File: src/hw/rtl/tbpiq_pkg.sv
package tbpiq_pkg;

   localparam int unsigned LOCKOUT_WIDTH  = 8;
   localparam int unsigned VALUE_WIDTH    = 8;
   localparam int unsigned CSR_DATA_WIDTH = 16;
   localparam int unsigned CSR_INDEX_WIDTH = 2;

   // register reset values
   localparam logic [LOCKOUT_WIDTH-1:0] LOCKOUT_RESET = 8'd100;
   localparam logic [31:0] UNLOCK_HOLD_RESET     = 32'd2000;
   localparam logic [31:0] UNLOCK_WINDOW_RESET   = 32'd200;
   localparam logic [31:0] DISPLAY_TIMEOUT_RESET = 32'd3000;

   typedef enum logic [1:0] {
      OP_SAMPLE = 2'd0,
      OP_TICK   = 2'd1,
      OP_READ   = 2'd2
   } opcode_type;

   typedef enum logic [CSR_INDEX_WIDTH-1:0] {
      REG_LOCKOUT_TICKS   = 2'd0,
      REG_UNLOCK_HOLD     = 2'd1,
      REG_UNLOCK_WINDOW   = 2'd2,
      REG_DISPLAY_TIMEOUT = 2'd3
   } reg_index_type;

   typedef struct packed {
      logic                   show_address;
      logic                   step_down;
      logic                   step_up;
      logic                   show_count;
      logic [VALUE_WIDTH-1:0] count_value;
      logic                   unlock_event;
      logic                   lock_event;
      logic [VALUE_WIDTH-1:0] read_value;
   } rsp_type;

endpackage

File: src/hw/rtl/two_button_pulse_input_qualifier_unit.sv
// channel | direction | handshake             | payload
// req     | in        | req_valid / req_ready | req_opcode, req_up_level, req_down_level,
//         |           |                       | req_pulse_level
// rsp     | out       | rsp_valid / rsp_ready | rsp_show_address ... rsp_read_value
// csr     | in        | csr_valid / csr_ready | csr_index, csr_data
//
// every beat passes from req to rsp through the input register and then the result
// register; one beat per cycle unless rsp stalls, set by the single update pass
// sync active-high reset clears state, counters, timers and both stage valids;
// registers go to their power-on values, csr_ready is always high
// a stalled rsp holds the result register; the input register keeps accepting while
// the result register is free or drains in the same cycle
module two_button_pulse_input_qualifier_unit
   import tbpiq_pkg::*;
#(
   parameter int unsigned PULSE_COUNT_WIDTH = 8,
   parameter int unsigned TIMER_WIDTH       = 16
) (
   input  logic                       clock,
   input  logic                       reset,

   input  logic                       req_valid,
   output logic                       req_ready,
   input  logic [1:0]                 req_opcode,
   input  logic                       req_up_level,
   input  logic                       req_down_level,
   input  logic                       req_pulse_level,

   output logic                       rsp_valid,
   input  logic                       rsp_ready,
   output logic                       rsp_show_address,
   output logic                       rsp_step_down,
   output logic                       rsp_step_up,
   output logic                       rsp_show_count,
   output logic [VALUE_WIDTH-1:0]     rsp_count_value,
   output logic                       rsp_unlock_event,
   output logic                       rsp_lock_event,
   output logic [VALUE_WIDTH-1:0]     rsp_read_value,

   input  logic                       csr_valid,
   output logic                       csr_ready,
   input  logic [CSR_INDEX_WIDTH-1:0] csr_index,
   input  logic [CSR_DATA_WIDTH-1:0]  csr_data
);

   // configuration registers
   logic [LOCKOUT_WIDTH-1:0] lockout_ticks_ff;
   logic [TIMER_WIDTH-1:0]   unlock_hold_ff;
   logic [TIMER_WIDTH-1:0]   unlock_window_ff;
   logic [TIMER_WIDTH-1:0]   display_timeout_ff;
   logic [31:0]              csr_wide;

   // input stage
   logic       s1_valid_ff;
   logic [1:0] s1_opcode_ff;
   logic       s1_up_ff;
   logic       s1_down_ff;
   logic       s1_pulse_ff;
   logic       s1_advance;

   // qualifier state
   logic                         down_state_ff,    down_state_in;
   logic                         up_state_ff,      up_state_in;
   logic                         pulse_state_ff,   pulse_state_in;
   logic                         ignore_ff,        ignore_in;
   logic [LOCKOUT_WIDTH-1:0]     down_lockout_ff,  down_lockout_in;
   logic [LOCKOUT_WIDTH-1:0]     up_lockout_ff,    up_lockout_in;
   logic [LOCKOUT_WIDTH-1:0]     pulse_lockout_ff, pulse_lockout_in;
   logic [TIMER_WIDTH-1:0]       display_timer_ff, display_timer_in;
   logic [TIMER_WIDTH-1:0]       unlock_timer_ff,  unlock_timer_in;
   logic [PULSE_COUNT_WIDTH-1:0] pulse_count_ff,   pulse_count_in;

   // result stage
   logic    rsp_valid_ff;
   rsp_type rsp_ff, rsp_in;

   assign csr_ready  = 1'b1;
   assign csr_wide   = 32'(csr_data);

   // result register frees when empty or draining this cycle
   assign s1_advance = s1_valid_ff && (!rsp_valid_ff || rsp_ready);
   assign req_ready  = !s1_valid_ff || s1_advance;

   // config writes must arrive only while idle; the user is bound, the block does not enforce it
   always_ff @(posedge clock) begin
      if (reset) begin
         lockout_ticks_ff   <= LOCKOUT_RESET;
         unlock_hold_ff     <= UNLOCK_HOLD_RESET[TIMER_WIDTH-1:0];
         unlock_window_ff   <= UNLOCK_WINDOW_RESET[TIMER_WIDTH-1:0];
         display_timeout_ff <= DISPLAY_TIMEOUT_RESET[TIMER_WIDTH-1:0];
      end else if (csr_valid && csr_ready) begin
         case (reg_index_type'(csr_index))
            REG_LOCKOUT_TICKS:   lockout_ticks_ff   <= csr_data[LOCKOUT_WIDTH-1:0];
            REG_UNLOCK_HOLD:     unlock_hold_ff     <= csr_wide[TIMER_WIDTH-1:0];
            REG_UNLOCK_WINDOW:   unlock_window_ff   <= csr_wide[TIMER_WIDTH-1:0];
            REG_DISPLAY_TIMEOUT: display_timeout_ff <= csr_wide[TIMER_WIDTH-1:0];
            default: ;
         endcase
      end
   end

   // input register
   always_ff @(posedge clock) begin
      if (reset) begin
         s1_valid_ff <= 1'b0;
      end else if (req_ready) begin
         s1_valid_ff <= req_valid;
      end
   end

   always_ff @(posedge clock) begin
      if (req_valid && req_ready) begin
         s1_opcode_ff <= req_opcode;
         s1_up_ff     <= req_up_level;
         s1_down_ff   <= req_down_level;
         s1_pulse_ff  <= req_pulse_level;
      end
   end

   // one update pass; a sample: decrement button, then increment button, then
   // pulse line, unlock hold, display timeout; a tick decrements, a read clears
   always_comb begin
      logic [31:0] count_old_wide;
      logic [31:0] count_new_wide;

      down_state_in    = down_state_ff;
      up_state_in      = up_state_ff;
      pulse_state_in   = pulse_state_ff;
      ignore_in        = ignore_ff;
      down_lockout_in  = down_lockout_ff;
      up_lockout_in    = up_lockout_ff;
      pulse_lockout_in = pulse_lockout_ff;
      display_timer_in = display_timer_ff;
      unlock_timer_in  = unlock_timer_ff;
      pulse_count_in   = pulse_count_ff;
      rsp_in           = '0;
      count_old_wide   = 32'(pulse_count_ff);

      case (opcode_type'(s1_opcode_ff))
         OP_SAMPLE: begin
            // decrement button
            if (!down_state_in && s1_down_ff && down_lockout_in == '0) begin
               down_lockout_in     = lockout_ticks_ff;
               down_state_in       = 1'b1;
               rsp_in.show_address = 1'b1;
            end else if (down_state_in && !s1_down_ff && down_lockout_in == '0) begin
               down_lockout_in = lockout_ticks_ff;
               down_state_in   = 1'b0;
               unlock_timer_in = '0;
               if (!up_state_in) begin
                  rsp_in.step_down = !ignore_in;
                  ignore_in        = 1'b0;
               end else begin
                  ignore_in = 1'b1;
               end
            end
            // increment button sees the updated decrement state
            if (!up_state_in && s1_up_ff && up_lockout_in == '0) begin
               up_lockout_in       = lockout_ticks_ff;
               up_state_in         = 1'b1;
               rsp_in.show_address = 1'b1;
            end else if (up_state_in && !s1_up_ff && up_lockout_in == '0) begin
               up_lockout_in   = lockout_ticks_ff;
               up_state_in     = 1'b0;
               unlock_timer_in = '0;
               if (!down_state_in) begin
                  rsp_in.step_up = !ignore_in;
                  ignore_in      = 1'b0;
               end else begin
                  ignore_in = 1'b1;
               end
            end
            // pulse line counts on the falling edge
            if (!pulse_state_in && s1_pulse_ff && pulse_lockout_in == '0) begin
               pulse_lockout_in = lockout_ticks_ff;
               pulse_state_in   = 1'b1;
            end else if (pulse_state_in && !s1_pulse_ff && pulse_lockout_in == '0) begin
               pulse_lockout_in    = lockout_ticks_ff;
               pulse_state_in      = 1'b0;
               pulse_count_in      = pulse_count_in + PULSE_COUNT_WIDTH'(1);
               rsp_in.show_address = 1'b1;
               rsp_in.show_count   = 1'b1;
            end
            // both held with both lockouts expired: arm, then fire inside the window
            if (s1_up_ff && s1_down_ff && down_lockout_in == '0 && up_lockout_in == '0)
            begin
               if (unlock_timer_in == '0) begin
                  unlock_timer_in = unlock_hold_ff;
               end
               rsp_in.unlock_event = (unlock_timer_in <= unlock_window_ff);
            end
            // any held button keeps the display awake
            if (s1_up_ff || s1_down_ff) begin
               display_timer_in = display_timeout_ff;
            end
            rsp_in.lock_event = (display_timer_in == '0);
         end
         OP_TICK: begin
            if (down_lockout_ff != '0)  down_lockout_in  = down_lockout_ff - 1'b1;
            if (up_lockout_ff != '0)    up_lockout_in    = up_lockout_ff - 1'b1;
            if (pulse_lockout_ff != '0) pulse_lockout_in = pulse_lockout_ff - 1'b1;
            if (display_timer_ff != '0) display_timer_in = display_timer_ff - 1'b1;
            if (unlock_timer_ff != '0)  unlock_timer_in  = unlock_timer_ff - 1'b1;
         end
         OP_READ: begin
            rsp_in.read_value = count_old_wide[VALUE_WIDTH-1:0];
            pulse_count_in    = '0;
         end
         default: ;
      endcase

      count_new_wide     = 32'(pulse_count_in);
      rsp_in.count_value = count_new_wide[VALUE_WIDTH-1:0];
   end

   always_ff @(posedge clock) begin
      if (reset) begin
         down_state_ff    <= 1'b0;
         up_state_ff      <= 1'b0;
         pulse_state_ff   <= 1'b0;
         ignore_ff        <= 1'b0;
         down_lockout_ff  <= '0;
         up_lockout_ff    <= '0;
         pulse_lockout_ff <= '0;
         display_timer_ff <= '0;
         unlock_timer_ff  <= '0;
         pulse_count_ff   <= '0;
      end else if (s1_advance) begin
         down_state_ff    <= down_state_in;
         up_state_ff      <= up_state_in;
         pulse_state_ff   <= pulse_state_in;
         ignore_ff        <= ignore_in;
         down_lockout_ff  <= down_lockout_in;
         up_lockout_ff    <= up_lockout_in;
         pulse_lockout_ff <= pulse_lockout_in;
         display_timer_ff <= display_timer_in;
         unlock_timer_ff  <= unlock_timer_in;
         pulse_count_ff   <= pulse_count_in;
      end
   end

   // result register
   always_ff @(posedge clock) begin
      if (reset) begin
         rsp_valid_ff <= 1'b0;
      end else if (s1_advance) begin
         rsp_valid_ff <= 1'b1;
      end else if (rsp_ready) begin
         rsp_valid_ff <= 1'b0;
      end
   end

   always_ff @(posedge clock) begin
      if (s1_advance) begin
         rsp_ff <= rsp_in;
      end
   end

   assign rsp_valid        = rsp_valid_ff;
   assign rsp_show_address = rsp_ff.show_address;
   assign rsp_step_down    = rsp_ff.step_down;
   assign rsp_step_up      = rsp_ff.step_up;
   assign rsp_show_count   = rsp_ff.show_count;
   assign rsp_count_value  = rsp_ff.count_value;
   assign rsp_unlock_event = rsp_ff.unlock_event;
   assign rsp_lock_event   = rsp_ff.lock_event;
   assign rsp_read_value   = rsp_ff.read_value;

   // a beat leaving the input stage lands in the result register
   a_advance_lands: assert property (@(posedge clock) disable iff (reset)
      s1_advance |=> rsp_valid_ff)
      else $error("advanced beat missing from result register");

   // the result register never drops an untaken beat
   a_no_drop: assert property (@(posedge clock) disable iff (reset)
      rsp_valid_ff && !rsp_ready |=> rsp_valid_ff && $stable(rsp_ff))
      else $error("stalled result lost or changed");

   // one release can only step one way
   a_step_exclusive: assert property (@(posedge clock) disable iff (reset)
      rsp_valid_ff |-> !(rsp_ff.step_up && rsp_ff.step_down))
      else $error("step up and step down in one beat");

   // a counted pulse always wakes the display
   a_count_wakes: assert property (@(posedge clock) disable iff (reset)
      rsp_valid_ff && rsp_ff.show_count |-> rsp_ff.show_address)
      else $error("pulse counted without wake");

   // a read leaves the count cleared
   a_read_clears: assert property (@(posedge clock) disable iff (reset)
      rsp_valid_ff && rsp_ff.read_value != '0 |-> rsp_ff.count_value == '0)
      else $error("count not cleared by read");

endmodule
File: config.mk
export PLATFORM = sky130hd
export DESIGN_NAME = two_button_pulse_input_qualifier_unit
export DESIGN_NICKNAME = d
export VERILOG_FILES = /design/src/hw/rtl/tbpiq_pkg.sv /design/src/hw/rtl/two_button_pulse_input_qualifier_unit.sv
export SDC_FILE = /design/constraint.sdc
export NUM_CORES = 1
export LEC_CHECK = 0
export ABC_AREA = 0
export BUFFER_PORTS_ARGS = -buffer_cell sky130_fd_sc_hd__buf_2
export CAP_MARGIN = 10
export CORE_MARGIN = 4
export CORE_UTILIZATION = 55
export DETAILED_ROUTE_END_ITERATION = 8
export HOLD_SLACK_MARGIN = 0.08
export MAX_ROUTING_LAYER = met4
export PLACE_DENSITY = 0.85
export SYNTH_ARGS = -nofsm -noshare
export SYNTH_HDL_FRONTEND = slang
export SYNTH_SLANG_ARGS = --single-unit
File: constraint.sdc
create_clock -name clock -period 3.1 [get_ports clock]
set_input_delay 0.62 -clock clock [delete_from_list [all_inputs] [get_ports clock]]
set_output_delay 0.62 -clock clock [all_outputs]
set_load 0.01 [all_outputs]
Word-level counts from Yosys, hierarchy flattened:

Cells that the tools add are included.

* bits in registers: 153
* input bits: 28
* word-level logic and storage cells: 166

* add/sub/neg operators: 6
* $lt $le $gt $ge: 1
* equality and inequality tests: 11
* muxes and demuxes: 53
* bitwise operators: 3
* reductions and logical operators: 64

Operator list (count)
* 2-to-1 mux 16 bit: 13
* 2-to-1 mux 8 bit: 13
* one-hot mux 16 bit (2 select lines): 2
* one-hot mux 8 bit (2 select lines): 4
* zero test 8 bit: 5
* zero test 16 bit: 2
* nonzero test 16 bit: 2
* subtractor 16 x 1 -> 16 bit, second input constant: 2
* nonzero test 8 bit: 3
* subtractor 8 x 1 -> 8 bit, second input constant: 3
* 2-to-1 mux 1 bit: 21
* AND reduction 3 bit: 6
* logical AND 1 bit: 17
* <= comparator 16 bit: 1
* AND reduction 2 bit: 6
* zero test 1 bit: 10
* != test 2 bit, second input constant: 5
* adder 8 x 1 -> 8 bit, second input constant: 1
* nonzero test 2 bit: 4
* OR reduction 4 bit: 2
* equality test 2 bit, second input constant: 3
* equality test 2 x 1 -> 1 bit, second input constant: 2
* zero test 2 bit: 2
* AND reduction 4 bit: 1
* other kinds (4): 8

Longest topological paths before layout:

* depth in word-level cells: 14
* mapped depth: 15

Worst setup path before layout:

OpenSTA, ideal clock, no wires.

* kind: flip-flop to flip-flop
* start point: reg up_lockout_ff[0]
* end point: reg rsp_ff, in the netlist rsp_unlock_event (data pin)
* arrival: 3125 ps
* setup slack: -157 ps
* stages on the path, launching flop included: 16
* path buffers: 2
* period minus slack after synthesis: 3257 ps
* path through: dfxtp_1 inv_1 ha_1 nor3b_1 nand4b_1 and2_1 clkbuf_1 clkbuf_1 a22o_1 ha_1 nor2b_1 o21a_1 o21ai_0 a211oi_1 a2111oi_0 o2111a_1

* word-level cells in the longest chain between the ends: 10
* elaborated cells between the ends (all ways): 17
* classes of those cells: 1 x order compare; 9 x mux; 7 x reduce/logical

RTL lines
* from (decl): RTL line two_button_pulse_input_qualifier_unit.sv:67 `logic [LOCKOUT_WIDTH-1:0] up_lockout_ff, up_lockout_in;`
* from (signal assigned): RTL line two_button_pulse_input_qualifier_unit.sv:234 `up_lockout_ff <= up_lockout_in;`
* zero test 8 bit: RTL line two_button_pulse_input_qualifier_unit.sv:158, two_button_pulse_input_qualifier_unit.sv:162
* logical AND 1 bit: RTL line two_button_pulse_input_qualifier_unit.sv:162 `end else if (up_state_in && !s1_up_ff && up_lockout_in == '0) begin`
* 2-to-1 mux 16 bit: RTL line two_button_pulse_input_qualifier_unit.sv:162
* 2-to-1 mux 16 bit: RTL line two_button_pulse_input_qualifier_unit.sv:158 `if (!up_state_in && s1_up_ff && up_lockout_in == '0) begin`
* 2-to-1 mux 16 bit: RTL line two_button_pulse_input_qualifier_unit.sv:139 `case (opcode_type'(s1_opcode_ff))`
* zero test 16 bit: RTL line two_button_pulse_input_qualifier_unit.sv:187 `if (unlock_timer_in == '0) begin`
* 2-to-1 mux 16 bit: RTL line two_button_pulse_input_qualifier_unit.sv:187
* 2-to-1 mux 16 bit: RTL line two_button_pulse_input_qualifier_unit.sv:185 `if (s1_up_ff && s1_down_ff && down_lockout_in == '0 && up_lockout_in == '0)`
* 2-to-1 mux 16 bit: RTL line two_button_pulse_input_qualifier_unit.sv:139
* <= comparator 16 bit: RTL line two_button_pulse_input_qualifier_unit.sv:190 `rsp_in.unlock_event = (unlock_timer_in <= unlock_window_ff);`
* to (signal assigned): RTL line two_button_pulse_input_qualifier_unit.sv:255 `rsp_ff <= rsp_in;`
* to (decl): RTL line two_button_pulse_input_qualifier_unit.sv:75 `rsp_type rsp_ff, rsp_in;`

Parallel ways exist; a longest one is shown, timed or not. The select of a mux whose other input is x is not followed.
A chain may end at the register's enable or synchronous reset.

Worst setup path after layout:

* start point: reg unlock_timer_ff[6]
* end point: reg rsp_ff, in the netlist rsp_unlock_event (data pin)

* word-level cells in the longest chain between the ends: 10

RTL lines
* from (decl): RTL line two_button_pulse_input_qualifier_unit.sv:70 `logic [TIMER_WIDTH-1:0] unlock_timer_ff, unlock_timer_in;`
* from (signal assigned): RTL line two_button_pulse_input_qualifier_unit.sv:237 `unlock_timer_ff <= unlock_timer_in;`
* 2-to-1 mux 16 bit: RTL line two_button_pulse_input_qualifier_unit.sv:146 `end else if (down_state_in && !s1_down_ff && down_lockout_in == '0) begin`
* 2-to-1 mux 16 bit (*): RTL line two_button_pulse_input_qualifier_unit.sv:142 `if (!down_state_in && s1_down_ff && down_lockout_in == '0) begin`
* 2-to-1 mux 16 bit: RTL line two_button_pulse_input_qualifier_unit.sv:162
* 2-to-1 mux 16 bit (*): RTL line two_button_pulse_input_qualifier_unit.sv:158
* 2-to-1 mux 16 bit (*): RTL line two_button_pulse_input_qualifier_unit.sv:139
* zero test 16 bit: RTL line two_button_pulse_input_qualifier_unit.sv:187
* 2-to-1 mux 16 bit (*): RTL line two_button_pulse_input_qualifier_unit.sv:187
* 2-to-1 mux 16 bit (*): RTL line two_button_pulse_input_qualifier_unit.sv:185
* 2-to-1 mux 16 bit (*): RTL line two_button_pulse_input_qualifier_unit.sv:139
* <= comparator 16 bit (*): RTL line two_button_pulse_input_qualifier_unit.sv:190

Mark *: on every way between the ends. The rest lies on a longest branch, timed or not. The select of a mux whose other input is x is not followed.

==> flow_metrics.env <==
export IMPL_required_ps=3390
export IMPL_ioPinCount=53
export IMPL_p_comb_frac=0.193
export IMPL_die_w_um=130
export IMPL_cts_max_level=4
export IMPL_drc_errors=0
export IMPL_setup_worst_path_start_class="register"
export IMPL_multi_input_area_um2=4730
export IMPL_gp_congestion=0.950
export IMPL_seq_area_um2=3340
export IMPL_finalWorstSetupSlack_ps=49.5
export IMPL_vias_per_cell=6.46
export IMPL_finalNonFillerCells=1303
export IMPL_crit_family="compound AO/OA/AOI/OAI gates"
export IMPL_cp_end_kind="register"
export IMPL_ys_dominant_reg_cell="dfxtp_1"
export IMPL_cts_root_buffer="clkbuf_16"
export IMPL_portBuffers=51
export IMPL_synth_area_leaders="dfxtp_1 (31%), edfxtp_1 (9.9%), a21oi_1 (7.1%)"
export IMPL_ys_seq_area_frac=0.406
export IMPL_synth_edf_count=27
export IMPL_worstPathMaxFanout=5
export IMPL_ys_warnings_count=0
export IMPL_p_sw_uw=1550
export IMPL_cts_path_max_buffers=2
export IMPL_syn_area_per_cell_um2=8.00
export IMPL_final_setup_tns_ps=0
export IMPL_grt_first_pass_wirelength_um=38900
export IMPL_drt_total_wl_um=24500
export IMPL_skew_ps=9.41
export IMPL_cp_slowest_cell="nor3_1"
export IMPL_final_net_count=1158
export IMPL_synth_seq_cells=153
export IMPL_firstDrtPassIters=6
export IMPL_final_antenna_net_count=0
export IMPL_grtUsageTotal=0.297
export IMPL_power_density_nw_per_um2=535
export IMPL_status="complete, no violations"
export IMPL_worst_slew_pin_slew_ps=1080
export IMPL_syn_inst=1026
export IMPL_whs_ps=367
export IMPL_fillers=1101
export IMPL_timing_fmax_ghz=0.328
export IMPL_syn_area_um2=8210
export IMPL_synth_cell_types=69
export IMPL_hold_path_class="in2reg"
export IMPL_wl_per_cell_um=18.8
export IMPL_cpPeakStageDelay_ps=380
export IMPL_dp_slack_ps=-51.7
export IMPL_hpwl_um=15800
export IMPL_coreArea_um2=14600
export IMPL_dieArea_um2=16900
export IMPL_layout_min_cycle_time_ps=3050
export IMPL_syn_num_nets=1078
export IMPL_p_sw_frac=0.293
export IMPL_arrival_ps=3340
export IMPL_path_class="reg2reg"
export IMPL_final_common_cell="nand2_1"
export IMPL_p_int_uw=3720
export IMPL_drt_initial_drc_count=863
export IMPL_cts_sink_count=153
export IMPL_rsz0062_at_grt="yes"
export IMPL_p_seq_frac=0.412
export IMPL_cp_cell_sequence="nor3_1 -> nand4b_1 -> buf_4 -> o211ai_4 -> buf_4 -> a22o_1 -> ha_4 -> o21a_1 -> o21ai_2 -> a211oi_2 -> a2111oi_4 -> o2111a_1"
export IMPL_slew_headroom=0.281
export IMPL_synth_async_reset_ratio=0
export IMPL_antenna_found_initial=0
export IMPL_cts_tree="done"
export IMPL_drv_slew=0
export IMPL_insertedDiodeCount=0
export IMPL_vias=8416
export IMPL_cpMostUsedCell="buf_4"
export IMPL_finalHoldViolCount=0
export IMPL_finalCritPeriodShare=0.984
export IMPL_ir_drop_v=0.000452
export IMPL_numCtsBuffers=17
export IMPL_crit_buf_inv=2
export IMPL_path_clk_slew_ps=60
export IMPL_p_leak_uw=0.00375
export IMPL_rows=44
export IMPL_final_cell_mix="nand2_1 (139), dfxtp_1 (124), a21oi_1 (114), nor2_1 (99), buf_4 (69)"
export IMPL_drv_cap=0
export IMPL_yosysTopAreaCellShare=0.307
export IMPL_grt_max_degree=96
export IMPL_grt_overflow=0
export IMPL_grt_pass1_vias=7884
export IMPL_die_h_um=130
export IMPL_start_util=0.563
export IMPL_syn_to_final_growth_pct=19.9
export IMPL_clkPwrFrac=0.395
export IMPL_drive_gt1_frac=0.181
export IMPL_dp_cells=1256
export IMPL_clkLatencyLatePin_ps=430
export IMPL_synth_top_cell_by_area="dfxtp_1"
export IMPL_setup_viol=0
-- through the flow --
step                      power [uW]  instance area, um2  utilization
final                           5270                9850        0.675
after global routing            5470                9850        0.675
after CTS                       5210                9690        0.664
after detailed placement        3060                8920        0.611
after global placement          3030                8920        0.611
after floorplan                 2790                8240            -
-- worst paths after layout --
| check | start | to | slack [ps] | depth (start not counted) |
|---|---|---|---|---|
| worst max register to register | unlock_timer_ff[6] | rsp_unlock_event | 50 | 12 |
| worst min-delay path | req_opcode[0] | s1_opcode_ff[0] | 370 | 1 |
| worst min register to register | unlock_window_ff[15] | unlock_window_ff[15] | 460 | 2 |
| worst max-delay path | unlock_timer_ff[6] | rsp_unlock_event | 50 | 12 |
-- registers in the layout (all words and copies together) (netlist names), 16 cells and up --
register            cells
unlock_window_ff       16
unlock_timer_ff        16
unlock_hold_ff         16
display_timer_ff       16
display_timeout_ff     16
-- cell type report --
type,count,area share
multi-input cells,774,0.480
well taps,184,0.0234
clock inverters,13,0.0147
clock buffers,19,0.0450
flip-flops and latches,153,0.339
repair buffers,124,0.0840
inverters,36,0.0137
-- per-layer routing --
| layer | GRT usage | share of wire |
|---|---|---|
| met4 | 0.114 | 0.031 |
| met2 | 0.452 | 0.46 |
| met3 | 0.0782 | 0.11 |
| met5 | - | 0 |
| met1 | 0.380 | 0.40 |
-- cells in the mapped netlist (all sizes together), types with 9 or more instances --
cell type and number:
o21ai 64, or3 9, clkbuf 51, nor3 24, nand3 54, a211oi 19
mux2i 11, nor4 15, inv 36, buf 14, and2 14, a21oi 117
nand4 16, a22o 18, dfxtp 126, nand2b 9, nor2 99, edfxtp 27
ha 24, a21o 15, nand2 139
-- logic make-up (layout without fill, tap and decap cells) --
group                      count (synthesis)  count (layout)  synth area share
AOI/OAI and AO/OA                        300             301             0.228
xor gates and xnor gates                  10              10            0.0107
adders and majority gates                 24              24            0.0366
buffers and inverters                    101             192            0.0495
DFF                                      153             153             0.406
muxes                                     12              12            0.0148
other                                      1               1          0.000457
and+or+nand+nor                          425             426             0.254
-- power groups by stage --
stage	Clock [uW]	Sequential [uW]	Combinational, uW
floorplan	0	2200	597
global placement	0	2200	828
detailed placement	0	2210	849
CTS	2090	2170	950
global route	2180	2180	1110
finish	2080	2170	1010
-- what timing repair did --
action	4_1_cts	5_1_grt
setup buffers	9	4
cloned	2	0
hold buffers	0	0
resized for setup	21	21
setup endpoints to repair	1	1
pin swaps	14	16
(Power assumes the default switching activity.)
